[src/hw/rtl/vlm_pkg.sv]
`default_nettype none

package vlm_pkg;

  // datapath widths of the shared divider
  localparam int NUM_W = 38;
  localparam int DEN_W = 21;
  localparam int QUO_W = 21;
  localparam int QN_W  = 16;
  localparam int CNT_W = $clog2(QUO_W + 1);

  // signed accumulator for the frame-to-render numerator
  localparam int ACC_W = 40;

  // item commands
  localparam logic [1:0] CMD_RECOMPUTE = 2'd0;
  localparam logic [1:0] CMD_TO_FRAME  = 2'd1;
  localparam logic [1:0] CMD_TO_RENDER = 2'd2;

  // scaling modes
  localparam logic [1:0] MODE_ASPECT  = 2'd0;
  localparam logic [1:0] MODE_FILL    = 2'd1;
  localparam logic [1:0] MODE_INTEGER = 2'd2;
  localparam logic [1:0] MODE_DYNAMIC = 2'd3;

  // configuration register indexes
  localparam logic [1:0] REG_MODE  = 2'd0;
  localparam logic [1:0] REG_WIN_W = 2'd1;
  localparam logic [1:0] REG_WIN_H = 2'd2;

  // divider request from the sequencer
  typedef struct packed {
    logic start;
    logic wide;
  } div_ctl_t;

  // divider status back to the sequencer
  typedef struct packed {
    logic done;
    logic ovf;
  } div_sts_t;

endpackage

`default_nettype wire

[src/hw/rtl/vlm_div.sv]
`default_nettype none

// radix-2 restoring divider, one quotient bit per cycle
// narrow requests take 16 quotient bits, wide ones 21
// ovf flags a quotient that does not fit the requested bit count
module vlm_div (
  input  wire logic                           clk,
  input  wire logic                           rst_n,
  input  wire vlm_pkg::div_ctl_t              ctl,
  input  wire logic [vlm_pkg::NUM_W-1:0]      num,
  input  wire logic [vlm_pkg::DEN_W-1:0]      den,
  output vlm_pkg::div_sts_t                   sts,
  output logic      [vlm_pkg::QUO_W-1:0]      quot
);

  localparam int SH_W = vlm_pkg::DEN_W + vlm_pkg::QUO_W;

  logic [vlm_pkg::NUM_W-1:0] rem_r;
  logic [SH_W-1:0]           dsh_r;
  logic [vlm_pkg::QUO_W-1:0] quot_r;
  logic [vlm_pkg::CNT_W-1:0] cnt_r;
  logic                      busy_r;
  logic                      done_r;
  logic                      ovf_r;

  logic [SH_W-1:0] den_ext;
  logic [SH_W-1:0] lim;
  logic [SH_W-1:0] dsh_init;
  logic            fits;

  // limit and first trial divisor for the requested quotient size
  assign den_ext  = SH_W'(den);
  assign lim      = ctl.wide ? (den_ext << vlm_pkg::QUO_W) : (den_ext << vlm_pkg::QN_W);
  assign dsh_init = ctl.wide ? (den_ext << (vlm_pkg::QUO_W - 1))
                             : (den_ext << (vlm_pkg::QN_W - 1));

  // trial subtract of the shifted divisor
  assign fits = SH_W'(rem_r) >= dsh_r;

  // control
  always_ff @(posedge clk) begin
    if (!rst_n) begin
      busy_r <= 1'b0;
      done_r <= 1'b0;
      cnt_r  <= '0;
    end else begin
      done_r <= 1'b0;
      if (ctl.start) begin
        busy_r <= 1'b1;
        cnt_r  <= ctl.wide ? vlm_pkg::CNT_W'(vlm_pkg::QUO_W) : vlm_pkg::CNT_W'(vlm_pkg::QN_W);
      end else if (busy_r) begin
        cnt_r <= cnt_r - 1'b1;
        if (cnt_r == vlm_pkg::CNT_W'(1)) begin
          busy_r <= 1'b0;
          done_r <= 1'b1;
        end
      end
    end
  end

  // remainder, divisor and quotient shift registers
  always_ff @(posedge clk) begin
    if (ctl.start) begin
      rem_r  <= num;
      dsh_r  <= dsh_init;
      quot_r <= '0;
      ovf_r  <= SH_W'(num) >= lim;
    end else if (busy_r) begin
      if (fits) begin
        rem_r <= rem_r - dsh_r[vlm_pkg::NUM_W-1:0];
      end
      dsh_r  <= dsh_r >> 1;
      quot_r <= {quot_r[vlm_pkg::QUO_W-2:0], fits};
    end
  end

  assign sts.done = done_r;
  assign sts.ovf  = ovf_r;
  assign quot     = quot_r;

endmodule

`default_nettype wire

[src/hw/rtl/viewport_letterbox_mapper_core.sv]
`default_nettype none

// Fits a FRAME_WIDTH x FRAME_HEIGHT logical frame into a configured window.
// Configuration: cfg_valid/cfg_ready write port, cfg_index selects the scaling
// mode (0), window width (1) or window height (2); cfg_ready is always high.
// Input items (in_valid/in_stall) carry a command and an x/y coordinate:
// recompute the viewport, map window pixels to frame coordinates, or map
// frame coordinates (4 fraction bits) to render pixels. Each item gives one
// result item (out_valid/out_stall) with the mapped pair and the current
// render size and centering offset in 8-bit fixed point.
// One item is worked at a time; the work is a sequencer around a shared
// radix-2 divider that yields one quotient bit per cycle. Fill and dynamic
// recompute and command three use no division; in window to frame mapping a
// zero render size or a point at or before the image start skips the divider
// on that axis. The result is registered as the block goes back to idle, in
// the cycle before it can take its next item. A stalled result holds in the
// output register while the next item is already being worked; the block then
// waits with its finished result until the output register frees.
// Synchronous reset restores the default window, mode and full-frame view.
module viewport_letterbox_mapper_core #(
  parameter int FRAME_WIDTH  = 1280,
  parameter int FRAME_HEIGHT = 720
) (
  input  wire logic               clk,
  input  wire logic               rst_n,
  // configuration
  input  wire logic               cfg_valid,
  output logic                    cfg_ready,
  input  wire logic [1:0]         cfg_index,
  input  wire logic [12:0]        cfg_data,
  // input items
  input  wire logic               in_valid,
  output logic                    in_stall,
  input  wire logic [1:0]         in_cmd,
  input  wire logic [16:0]        in_coord_x,
  input  wire logic [16:0]        in_coord_y,
  // result items
  output logic                    out_valid,
  input  wire logic               out_stall,
  output logic signed [14:0]      out_mapped_x,
  output logic signed [14:0]      out_mapped_y,
  output logic signed [21:0]      out_view_offset_x,
  output logic signed [21:0]      out_view_offset_y,
  output logic        [20:0]      out_view_width,
  output logic        [20:0]      out_view_height
);

  localparam int NUM_W = vlm_pkg::NUM_W;
  localparam int DEN_W = vlm_pkg::DEN_W;
  localparam int QUO_W = vlm_pkg::QUO_W;
  localparam int QN_W  = vlm_pkg::QN_W;
  localparam int ACC_W = vlm_pkg::ACC_W;

  localparam logic [12:0]        FW_C   = 13'(FRAME_WIDTH);
  localparam logic [12:0]        FH_C   = 13'(FRAME_HEIGHT);
  localparam logic signed [17:0] FWK_C  = 18'(16 * FRAME_WIDTH);
  localparam logic signed [17:0] FHK_C  = 18'(16 * FRAME_HEIGHT);
  localparam logic [20:0]        RW_RST = 21'(FRAME_WIDTH * 256);
  localparam logic [20:0]        RH_RST = 21'(FRAME_HEIGHT * 256);
  localparam logic [12:0]        WW_RST = 13'd1280;
  localparam logic [12:0]        WH_RST = 13'd720;
  localparam logic [14:0]        S15_MAX = 15'h3FFF;
  localparam logic [14:0]        S15_MIN = 15'h4000;
  localparam logic [15:0]        MAG_MAX = 16'd16383;
  localparam logic [15:0]        MAG_MIN = 16'd16384;

  typedef enum logic [7:0] {
    ST_IDLE  = 8'b0000_0001,
    ST_LOAD  = 8'b0000_0010,
    ST_MUL   = 8'b0000_0100,
    ST_ABS   = 8'b0000_1000,
    ST_START = 8'b0001_0000,
    ST_WAIT  = 8'b0010_0000,
    ST_POST  = 8'b0100_0000,
    ST_DONE  = 8'b1000_0000
  } state_t;

  state_t state_r, state_nxt;

  // configuration and viewport state
  logic [1:0]         mode_r;
  logic [12:0]        win_w_r;
  logic [12:0]        win_h_r;
  logic signed [21:0] off_x_r;
  logic signed [21:0] off_y_r;
  logic [20:0]        rend_w_r;
  logic [20:0]        rend_h_r;

  // item and working registers
  logic [1:0]              cmd_r;
  logic [16:0]             cx_r;
  logic [16:0]             cy_r;
  logic                    axis_r;
  logic                    wider_r;
  logic                    neg_r;
  logic                    wide_r;
  logic [QN_W-1:0]         sx_r;
  logic signed [ACC_W-1:0] acc_r;
  logic [NUM_W-1:0]        num_r;
  logic [DEN_W-1:0]        den_r;
  logic signed [14:0]      mx_r;
  logic signed [14:0]      my_r;

  // output register
  logic               out_valid_r;
  logic signed [14:0] o_mx_r;
  logic signed [14:0] o_my_r;
  logic signed [21:0] o_ox_r;
  logic signed [21:0] o_oy_r;
  logic [20:0]        o_rw_r;
  logic [20:0]        o_rh_r;

  vlm_pkg::div_ctl_t  div_ctl;
  vlm_pkg::div_sts_t  div_sts;
  logic [QUO_W-1:0]   quot;

  logic in_accept;
  logic out_load;
  logic last_axis;

  // per-axis operand selection
  logic [16:0]        c_sel;
  logic signed [21:0] off_sel;
  logic [20:0]        size_sel;
  logic [12:0]        frm_sel;
  logic signed [17:0] frmk_sel;

  // load-step arithmetic
  logic [25:0]             wfh;
  logic [25:0]             hfw;
  logic                    wider;
  logic signed [26:0]      diff;
  logic                    skip_w2f;
  logic signed [ACC_W-1:0] offk;

  // multiply-step arithmetic
  logic [38:0]             prod_w2f;
  logic [37:0]             prod_f2r;
  logic signed [ACC_W-1:0] acc_sum;
  logic [ACC_W-1:0]        mag;

  // post-step arithmetic
  logic [QN_W-1:0]    q16;
  logic [12:0]        w2f_res;
  logic [14:0]        f2r_res;
  logic [14:0]        map_res;
  logic [20:0]        span;
  logic [QN_W-1:0]    sxc;
  logic [QN_W-1:0]    syc;
  logic [QN_W-1:0]    s_min;
  logic [28:0]        fs_w;
  logic [28:0]        fs_h;
  logic [20:0]        rw_int;
  logic [20:0]        rh_int;
  logic signed [22:0] ox_full;
  logic signed [22:0] oy_full;

  assign cfg_ready = 1'b1;
  assign in_stall  = (state_r != ST_IDLE);
  assign in_accept = in_valid && !in_stall;
  assign out_load  = (state_r == ST_DONE) && (!out_valid_r || !out_stall);

  // aspect recompute uses one division; integer recompute and mappings run both axes
  assign last_axis = axis_r ||
                     ((cmd_r == vlm_pkg::CMD_RECOMPUTE) && (mode_r != vlm_pkg::MODE_INTEGER));

  assign c_sel    = axis_r ? cy_r     : cx_r;
  assign off_sel  = axis_r ? off_y_r  : off_x_r;
  assign size_sel = axis_r ? rend_h_r : rend_w_r;
  assign frm_sel  = axis_r ? FH_C     : FW_C;
  assign frmk_sel = axis_r ? FHK_C    : FWK_C;

  // aspect compare by cross multiplication
  assign wfh   = win_w_r * FH_C;
  assign hfw   = win_h_r * FW_C;
  assign wider = wfh > hfw;

  // window to frame: shift the pixel into 8-bit fixed point, remove offset
  assign diff     = $signed({2'b00, c_sel, 8'h00}) - off_sel;
  assign skip_w2f = (size_sel == '0) || diff[26] || (diff == '0);

  // frame to render: offset term, then add the scaled coordinate
  assign offk     = off_sel * frmk_sel;
  assign prod_w2f = acc_r[25:0] * frm_sel;
  assign prod_f2r = c_sel * size_sel;
  assign acc_sum  = acc_r + $signed({2'b00, prod_f2r});
  assign mag      = acc_r[ACC_W-1] ? -acc_r : acc_r;

  // window to frame result, clamped to the frame
  assign q16     = quot[QN_W-1:0];
  assign w2f_res = (div_sts.ovf || (q16 > {3'b000, frm_sel})) ? frm_sel : q16[12:0];

  // frame to render result, saturated to the mapped range
  always_comb begin
    if (neg_r) begin
      if (div_sts.ovf || (q16 > MAG_MIN)) begin
        f2r_res = S15_MIN;
      end else begin
        f2r_res = 15'(17'd0 - {1'b0, q16});
      end
    end else begin
      if (div_sts.ovf || (q16 > MAG_MAX)) begin
        f2r_res = S15_MAX;
      end else begin
        f2r_res = q16[14:0];
      end
    end
  end

  assign map_res = (cmd_r == vlm_pkg::CMD_TO_FRAME) ? {2'b00, w2f_res} : f2r_res;

  // aspect mode: the slack on the long axis halves into the offset
  assign span = (wider_r ? {win_w_r, 8'h00} : {win_h_r, 8'h00}) - quot;

  // integer mode: smallest whole scale of at least one
  assign sxc    = (sx_r == '0) ? QN_W'(1) : sx_r;
  assign syc    = (q16 == '0) ? QN_W'(1) : q16;
  assign s_min  = (sxc < syc) ? sxc : syc;
  assign fs_w   = FW_C * s_min;
  assign fs_h   = FH_C * s_min;
  assign rw_int = {fs_w[12:0], 8'h00};
  assign rh_int = {fs_h[12:0], 8'h00};
  assign ox_full = $signed({2'b00, win_w_r, 8'h00}) - $signed({2'b00, rw_int});
  assign oy_full = $signed({2'b00, win_h_r, 8'h00}) - $signed({2'b00, rh_int});

  // sequencer
  always_comb begin
    state_nxt = state_r;
    unique case (state_r)
      ST_IDLE: begin
        if (in_accept) begin
          state_nxt = ST_LOAD;
        end
      end
      ST_LOAD: begin
        case (cmd_r)
          vlm_pkg::CMD_RECOMPUTE: begin
            unique case (mode_r) inside
              vlm_pkg::MODE_ASPECT, vlm_pkg::MODE_INTEGER: state_nxt = ST_START;
              default:                                     state_nxt = ST_DONE;
            endcase
          end
          vlm_pkg::CMD_TO_FRAME: begin
            if (!skip_w2f) begin
              state_nxt = ST_MUL;
            end else if (last_axis) begin
              state_nxt = ST_DONE;
            end else begin
              state_nxt = ST_LOAD;
            end
          end
          vlm_pkg::CMD_TO_RENDER: state_nxt = ST_MUL;
          default:                state_nxt = ST_DONE;
        endcase
      end
      ST_MUL: begin
        state_nxt = (cmd_r == vlm_pkg::CMD_TO_FRAME) ? ST_START : ST_ABS;
      end
      ST_ABS:   state_nxt = ST_START;
      ST_START: state_nxt = ST_WAIT;
      ST_WAIT: begin
        if (div_sts.done) begin
          state_nxt = ST_POST;
        end
      end
      ST_POST: begin
        state_nxt = last_axis ? ST_DONE : ST_LOAD;
      end
      ST_DONE: begin
        if (out_load) begin
          state_nxt = ST_IDLE;
        end
      end
      default: state_nxt = ST_IDLE;
    endcase
  end

  // control, configuration and viewport state
  always_ff @(posedge clk) begin
    if (!rst_n) begin
      state_r     <= ST_IDLE;
      axis_r      <= 1'b0;
      out_valid_r <= 1'b0;
      mode_r      <= vlm_pkg::MODE_ASPECT;
      win_w_r     <= WW_RST;
      win_h_r     <= WH_RST;
      off_x_r     <= '0;
      off_y_r     <= '0;
      rend_w_r    <= RW_RST;
      rend_h_r    <= RH_RST;
    end else begin
      state_r <= state_nxt;

      // register writes
      if (cfg_valid && cfg_ready) begin
        unique case (cfg_index)
          vlm_pkg::REG_MODE:  mode_r  <= cfg_data[1:0];
          vlm_pkg::REG_WIN_W: win_w_r <= cfg_data;
          vlm_pkg::REG_WIN_H: win_h_r <= cfg_data;
          default: ;
        endcase
      end

      // axis walk
      if (in_accept) begin
        axis_r <= 1'b0;
      end else if (((state_r == ST_POST) || ((state_r == ST_LOAD) && skip_w2f &&
                   (cmd_r == vlm_pkg::CMD_TO_FRAME))) && !last_axis) begin
        axis_r <= 1'b1;
      end

      // fill and dynamic modes take the window as is
      if ((state_r == ST_LOAD) && (cmd_r == vlm_pkg::CMD_RECOMPUTE) &&
          ((mode_r == vlm_pkg::MODE_FILL) || (mode_r == vlm_pkg::MODE_DYNAMIC))) begin
        rend_w_r <= {win_w_r, 8'h00};
        rend_h_r <= {win_h_r, 8'h00};
        off_x_r  <= '0;
        off_y_r  <= '0;
      end

      // divided recompute results
      if ((state_r == ST_POST) && (cmd_r == vlm_pkg::CMD_RECOMPUTE)) begin
        if (mode_r == vlm_pkg::MODE_ASPECT) begin
          if (wider_r) begin
            rend_w_r <= quot;
            rend_h_r <= {win_h_r, 8'h00};
            off_x_r  <= {2'b00, span[20:1]};
            off_y_r  <= '0;
          end else begin
            rend_w_r <= {win_w_r, 8'h00};
            rend_h_r <= quot;
            off_x_r  <= '0;
            off_y_r  <= {2'b00, span[20:1]};
          end
        end else if (axis_r) begin
          rend_w_r <= rw_int;
          rend_h_r <= rh_int;
          off_x_r  <= ox_full[22:1];
          off_y_r  <= oy_full[22:1];
        end
      end

      // output handshake
      if (out_load) begin
        out_valid_r <= 1'b1;
      end else if (!out_stall) begin
        out_valid_r <= 1'b0;
      end
    end
  end

  // item and working datapath
  always_ff @(posedge clk) begin
    if (in_accept) begin
      cmd_r <= in_cmd;
      cx_r  <= in_coord_x;
      cy_r  <= in_coord_y;
      mx_r  <= '0;
      my_r  <= '0;
    end

    // operand setup
    if (state_r == ST_LOAD) begin
      case (cmd_r)
        vlm_pkg::CMD_RECOMPUTE: begin
          if (mode_r == vlm_pkg::MODE_ASPECT) begin
            wider_r <= wider;
            num_r   <= wider ? NUM_W'({hfw, 8'h00}) : NUM_W'({wfh, 8'h00});
            den_r   <= wider ? DEN_W'(FH_C) : DEN_W'(FW_C);
            wide_r  <= 1'b1;
          end else begin
            num_r  <= axis_r ? NUM_W'(win_h_r) : NUM_W'(win_w_r);
            den_r  <= DEN_W'(frm_sel);
            wide_r <= 1'b0;
          end
        end
        vlm_pkg::CMD_TO_FRAME: begin
          acc_r  <= ACC_W'(diff);
          den_r  <= size_sel;
          wide_r <= 1'b0;
        end
        vlm_pkg::CMD_TO_RENDER: begin
          acc_r  <= offk;
          den_r  <= DEN_W'(frm_sel);
          wide_r <= 1'b0;
        end
        default: ;
      endcase
    end

    // numerator products
    if (state_r == ST_MUL) begin
      if (cmd_r == vlm_pkg::CMD_TO_FRAME) begin
        num_r <= prod_w2f[NUM_W-1:0];
      end else begin
        acc_r <= acc_sum;
      end
    end

    // magnitude, with the fixed-point and fraction scaling dropped
    if (state_r == ST_ABS) begin
      num_r <= NUM_W'(mag[ACC_W-1:12]);
      neg_r <= acc_r[ACC_W-1];
    end

    // quotient consumers
    if (state_r == ST_POST) begin
      if (cmd_r == vlm_pkg::CMD_RECOMPUTE) begin
        if (!axis_r) begin
          sx_r <= q16;
        end
      end else if (axis_r) begin
        my_r <= map_res;
      end else begin
        mx_r <= map_res;
      end
    end

    // output register
    if (out_load) begin
      o_mx_r <= mx_r;
      o_my_r <= my_r;
      o_ox_r <= off_x_r;
      o_oy_r <= off_y_r;
      o_rw_r <= rend_w_r;
      o_rh_r <= rend_h_r;
    end
  end

  assign div_ctl.start = (state_r == ST_START);
  assign div_ctl.wide  = wide_r;

  vlm_div u_div (
    .clk   (clk),
    .rst_n (rst_n),
    .ctl   (div_ctl),
    .num   (num_r),
    .den   (den_r),
    .sts   (div_sts),
    .quot  (quot)
  );

  assign out_valid         = out_valid_r;
  assign out_mapped_x      = o_mx_r;
  assign out_mapped_y      = o_my_r;
  assign out_view_offset_x = o_ox_r;
  assign out_view_offset_y = o_oy_r;
  assign out_view_width    = o_rw_r;
  assign out_view_height   = o_rh_r;

endmodule

`default_nettype wire

[config.mk]
export PLATFORM = sky130hd
export DESIGN_NAME = viewport_letterbox_mapper_core
export DESIGN_NICKNAME = d
export VERILOG_FILES = /design/src/hw/rtl/vlm_pkg.sv /design/src/hw/rtl/vlm_div.sv /design/src/hw/rtl/viewport_letterbox_mapper_core.sv
export SDC_FILE = /design/constraint.sdc
export NUM_CORES = 2
export LEC_CHECK = 0
export ABC_AREA = 1
export BUFFER_PORTS_ARGS = -buffer_cell sky130_fd_sc_hd__buf_2
export CORE_MARGIN = 8
export CORE_UTILIZATION = 30
export DETAILED_ROUTE_END_ITERATION = 10
export HOLD_SLACK_MARGIN = 0.06
export PLACE_DENSITY = 0.54
export SYNTH_ARGS = -nofsm -noshare
export SYNTH_HDL_FRONTEND = slang
export SYNTH_SLANG_ARGS = --single-unit
[constraint.sdc]
create_clock -name clk -period 8.8 [get_ports clk]
set_input_delay 0.88 -clock clk [delete_from_list [all_inputs] [get_ports clk]]
set_output_delay 0.88 -clock clk [all_outputs]
set_load 0.005 [all_outputs]
==> summary.md <==
| Metric | Value |
|---|---|
| Maximum level of the CTS H-tree | `3` |
| Data arrival, critical path | `9.13 ns` |
| Peak-usage layer in the global routing report | `met2` |
| Final setup fails | `0` |
| Peak supply drop | `0.0001772 V` |
| Die width | `441.6 µm` |
| Routing usage on met1 | `29.15%` |
| Final-report max-slew violation count | `0` |
| Outcome | `complete, no violations` |
| EDFF count, synth | `272` |
| Share of power burned in combinational logic | `52.4%` |
| Antenna violations before repair | `16` |
| Startpoint of the worst-slack reg-to-reg timing path | `axis_r$_SDFFE_PP0P_` |
| Critical Path End Type | `flop` |
| GR Layer Usage met3 | `3.611%` |
| Biggest fanout along the worst timing path | `15` |
| Proportion of register bits with asynchronous set or reset after synthesis | `0%` |
| # IOs | `175` |
| DRC violation count after routing | `0` |
| Pin count of the biggest net entering global routing | `93` |
| Average footprint of a synthesized cell | `7.967 µm²` |
| Area post-placement | `58490 µm²` |
| Antenna Violating Nets Remaining | `0` |
| Final critical delay including setup and external delays | `8.539 ns` |
| Critical path data required time | `9.39 ns` |
| R2R cell count | `34` |
| Dominant cell type by area after synthesis | `sky130_fd_sc_hd__fa_1` |
| Part of the power in registers | `25.6%` |
| FILL cells | `19132` |
| GRT overflow | `0` |
| Post-DP HPWL | `175600 µm` |
| Setup repair after global routing missed its margin | `true` |
| Number of vias per cell after detailed routing | `5.170` |
| Proportion of layout cells with a drive suffix above 1 | `10.47%` |
| Synth Flop Type | `sky130_fd_sc_hd__edfxtp_1` |
| Via total after detailed routing | `48675` |
| Met2 routing resource usage after global routing | `33.95%` |
| Worst stage delay on the critical path | `0.57 ns` |
| CP Class | `flop to flop` |
| Number of buffers created by CTS | `67` |
| Switch share | `46.94%` |
| Clock transition time at the flip-flop clock pins of the worst setup and hold paths | `0.07 ns` |
| Net total in the final layout | `8131` |
| Avg WL per Cell | `22.85 µm` |
| Origin of the worst setup path | `axis_r$_SDFFE_PP0P_` |
| Seq/Total Area, Yosys | `24.61%` |
| Via count of the first global-routing pass | `47496` |
| Destination of the worst register-to-register timing path | `acc_r[39]$_DFF_P_` |
| Leakage Power | `0.02987 µW` |
| Cell seen most often among critical-path stages | `sky130_fd_sc_hd__fa_1` |
| Part of the power in the clock network | `22.0%` |
| Die outline height | `441.6 µm` |
| DRT Wirelength | `215100 µm` |
| Router iterations before antenna repair | `7` |
| Floorplan die area | `195000 µm²` |
| Final worst slack | `0.2614 ns` |
| Cell internal pwr | `6963 µW` |
| Count of synthesis-stage warnings from yosys | `0` |
| IO buf count | `173` |
| Wire length of the first global-routing pass | `312900 µm` |
| Layout area overhead | `13.30%` |
| Core Region | `180400 µm²` |
| Top cell type's share of synthesized area | `15.84%` |
| Type of the most critical hold path | `input pin to flop` |
| Worst-case headroom to the max-slew limit | `8.405%` |
| Total count of hold-check failures in the final report | `0` |
| Worst R2R Setup Slack | `0.26 ns` |
| Max-capacitance violation count | `0` |
| Tot GR Track Use | `21.32%` |
| Count of hold buffers inserted by post-cts repair | `0` |
| Switching power summed over all nets | `6159 µW` |
| Transition at the pin with the smallest max-transition slack | `1.369 ns` |
| Clock insertion delay at the later pin of the skew report | `0.68 ns` |
| Post-route design area | `61560 µm²` |
| Achievable frequency | `117.1 MHz` |
| Clock tree from TritonCTS | `done` |
| Startpoint of the lowest-slack hold path | `in_coord_y[7]` |
| Maximum clock path buffer count | `3` |
| Slowest cell on the critical path | `sky130_fd_sc_hd__fa_1` |
| Core Rows | `156` |
| Worst setup path endpoint | `acc_r[39]$_DFF_P_` |
| DP Worst Slack | `-0.4123 ns` |
| Number of distinct library cell variants in the gate-level netlist after synthesis | `75` |
| Initial standard-cell utilization of the core | `30.12%` |
| Flops & latches, synth | `532` |
| Number of clock sinks seen by CTS | `532` |
| Cell area power density | `213.2 nW/µm²` |
| Critical Path Source Type | `flop` |
| Setup skew after layout | `0.05146 ns` |
| Gate Count Post-Synth | `6819` |
| Share of the cycle needed by the critical path after routing | `97.03%` |
| Number of violations reported at the end of detailed-routing iteration 0 | `4797` |
| Final weighted congestion in routability-driven placement | `0.9980` |
| Area of the mapped netlist | `54330 µm²` |
| Leading post-synthesis cells by cell area | `sky130_fd_sc_hd__fa_1 (16%), sky130_fd_sc_hd__ha_1 (15%), sky130_fd_sc_hd__edfxtp_1 (15%)` |
| Cell chosen for the clock root | `sky130_fd_sc_hd__clkbuf_16` |
synthesized netlist by cell type, types with 14 or more instances:
master and count:
sky130_fd_sc_hd__a211oi_1 14, sky130_fd_sc_hd__a21o_1 28, sky130_fd_sc_hd__a21oi_1 519, sky130_fd_sc_hd__a221oi_1 28, sky130_fd_sc_hd__a31oi_1 42, sky130_fd_sc_hd__buf_2 22, sky130_fd_sc_hd__clkbuf_1 245, sky130_fd_sc_hd__clkinv_1 18
sky130_fd_sc_hd__dfxtp_1 260, sky130_fd_sc_hd__edfxtp_1 272, sky130_fd_sc_hd__fa_1 430, sky130_fd_sc_hd__ha_1 661, sky130_fd_sc_hd__inv_1 1053, sky130_fd_sc_hd__inv_2 29, sky130_fd_sc_hd__nand2_1 1219, sky130_fd_sc_hd__nand2_2 15
sky130_fd_sc_hd__nand3_1 223, sky130_fd_sc_hd__nand4_1 47, sky130_fd_sc_hd__nor2_1 560, sky130_fd_sc_hd__nor3_1 70, sky130_fd_sc_hd__nor4_1 27, sky130_fd_sc_hd__o211ai_1 57, sky130_fd_sc_hd__o21ai_0 483, sky130_fd_sc_hd__o21ai_1 47
sky130_fd_sc_hd__o21ai_2 16, sky130_fd_sc_hd__o21bai_1 16, sky130_fd_sc_hd__o221ai_1 25, sky130_fd_sc_hd__o22ai_1 21, sky130_fd_sc_hd__or2_2 70, sky130_fd_sc_hd__xnor2_1 46, sky130_fd_sc_hd__xor2_1 97
layer usage:
layer,wire length [µm],vias up,share of wire [%]
met5,69,-,0.032
li1,-,22725,-
met4,9242,10,4.3
met3,16700,331,7.8
met2,95890,1882,45
met1,93220,23727,43
what timing repair did:
action | in CTS | in global routing
endpoints found under the setup margin | 14 | 17
pin swaps | 0 | 15
setup buffers | 0 | 27
hold endpoints to repair | 0 | 0
cloned | 0 | 4
resized for setup | 12 | 90
per-stage QoR:
stage | instances | TNS, ns | util [%] | hold WS (ns) | power (µW)
global placement | 9254 | -2.246 | 32.43 | 0.4128 | 10020
CTS | 9376 | 0 | 33.72 | 0.3307 | 12980
global route | 9407 | -0.3867 | 34.12 | 0.3477 | 14060
detailed placement | 9254 | -2.894 | 32.43 | 0.4169 | 10040
finish | 9414 | 0 | 34.13 | 0.3790 | 13120
floorplan | 6821 | 0 | - | 0.4029 | 7782
critical path, delay by kind of cell, from the launching register on:
| family | cells | cell delay, ns |
|---|---|---|
| flops | 1 | 0.38 |
| xor+xnor | 1 | 0.19 |
| buf+inv | 9 | 1.09 |
| simple gates | 5 | 0.69 |
| compound gates | 11 | 2.05 |
| fa+ha+maj | 8 | 3.98 |
cells in the final DEF, fill, tap and decap left out, types with 14 or more instances in the layout:
cell,instances
sky130_fd_sc_hd__nor2_1,553
sky130_fd_sc_hd__inv_1,1045
sky130_fd_sc_hd__clkbuf_16,73
sky130_fd_sc_hd__fa_1,429
sky130_fd_sc_hd__clkinv_1,18
sky130_fd_sc_hd__o221ai_1,24
sky130_fd_sc_hd__nand3_1,221
sky130_fd_sc_hd__xnor2_1,45
sky130_fd_sc_hd__o21ai_4,14
sky130_fd_sc_hd__nand2_1,1215
sky130_fd_sc_hd__edfxtp_1,272
sky130_fd_sc_hd__o22ai_1,21
sky130_fd_sc_hd__nor3_1,67
sky130_fd_sc_hd__o211ai_1,57
sky130_fd_sc_hd__xor2_1,97
sky130_fd_sc_hd__buf_12,16
sky130_fd_sc_hd__a221oi_1,28
sky130_fd_sc_hd__a31oi_1,42
sky130_fd_sc_hd__ha_1,661
sky130_fd_sc_hd__or2_2,70
sky130_fd_sc_hd__nand4_1,47
sky130_fd_sc_hd__buf_2,173
sky130_fd_sc_hd__o21ai_2,23
sky130_fd_sc_hd__buf_4,174
sky130_fd_sc_hd__o21bai_1,16
sky130_fd_sc_hd__o21ai_1,48
sky130_fd_sc_hd__a21oi_1,511
sky130_fd_sc_hd__nor2_2,16
sky130_fd_sc_hd__a21o_1,28
sky130_fd_sc_hd__nor4_1,23
sky130_fd_sc_hd__inv_2,39
sky130_fd_sc_hd__dfxtp_1,259
sky130_fd_sc_hd__o21ai_0,461
sky130_fd_sc_hd__nand2_2,19
worst min-delay path by stage:
| stage | to | slack [ns] | cells after the start |
|---|---|---|---|
| 3_5_place_dp | out_mapped_x[12]$_DFFE_PP_ | 0.42 | 0 |
| 3_3_place_gp | out_mapped_x[5]$_DFFE_PP_ | 0.41 | 0 |
| 5_1_grt | cy_r[7]$_DFFE_PP_ | 0.35 | 1 |
| 2_1_floorplan | sx_r[3]$_DFFE_PP_ | 0.40 | 0 |
| 4_1_cts | cy_r[7]$_DFFE_PP_ | 0.33 | 1 |
| 6_report | cy_r[7]$_DFFE_PP_ | 0.38 | 1 |
sequential cells by signal (all words and copies together) (netlist names), 17 cells and up:
register,count
out_view_width,21
rend_h_r,21
cy_r,17
off_y_r,22
u_div.dsh_r,41
out_view_offset_x,22
off_x_r,22
num_r,38
u_div.rem_r,38
u_div.quot,21
cx_r,17
out_view_height,21
out_view_offset_y,22
acc_r,40
rend_w_r,21
den_r,21
power groups by stage:
| stage | clock (µW) | sequential (µW) | combinational (µW) |
|---|---|---|---|
| after floorplan | 0 | 3070 | 4710 |
| after global placement | 0 | 3380 | 6630 |
| after detailed placement | 0 | 3380 | 6660 |
| after CTS | 2940 | 3330 | 6720 |
| after global routing | 3030 | 3360 | 7680 |
| final | 2890 | 3360 | 6880 |
cells by family after synthesis:
group	count (synthesis)	synth area share, %
DFF	532	24.61
other	2	0.01382
and+or+nand+nor	2285	17.82
adders and majority gates	1091	31.07
AOI/OAI and AO/OA	1367	14.22
muxes	11	0.2027
xor gates and xnor gates	143	2.305
buffers and inverters	1388	9.763
cell type report:
type                    count  area [µm²]  area share (%)
diodes                      7       17.52         0.02846
clock buffers              91        1942           3.155
clock inverters            31       315.3          0.5122
inverters                1101        4175           6.783
multi-input cells        4901       36010           58.51
flip-flops and latches    532       13380           21.73
well taps                2370        2965           4.817
repair buffers            378        2716           4.413
repair inverters            3       33.78         0.05488
No activity file was read; power rests on OpenSTA's default activity.
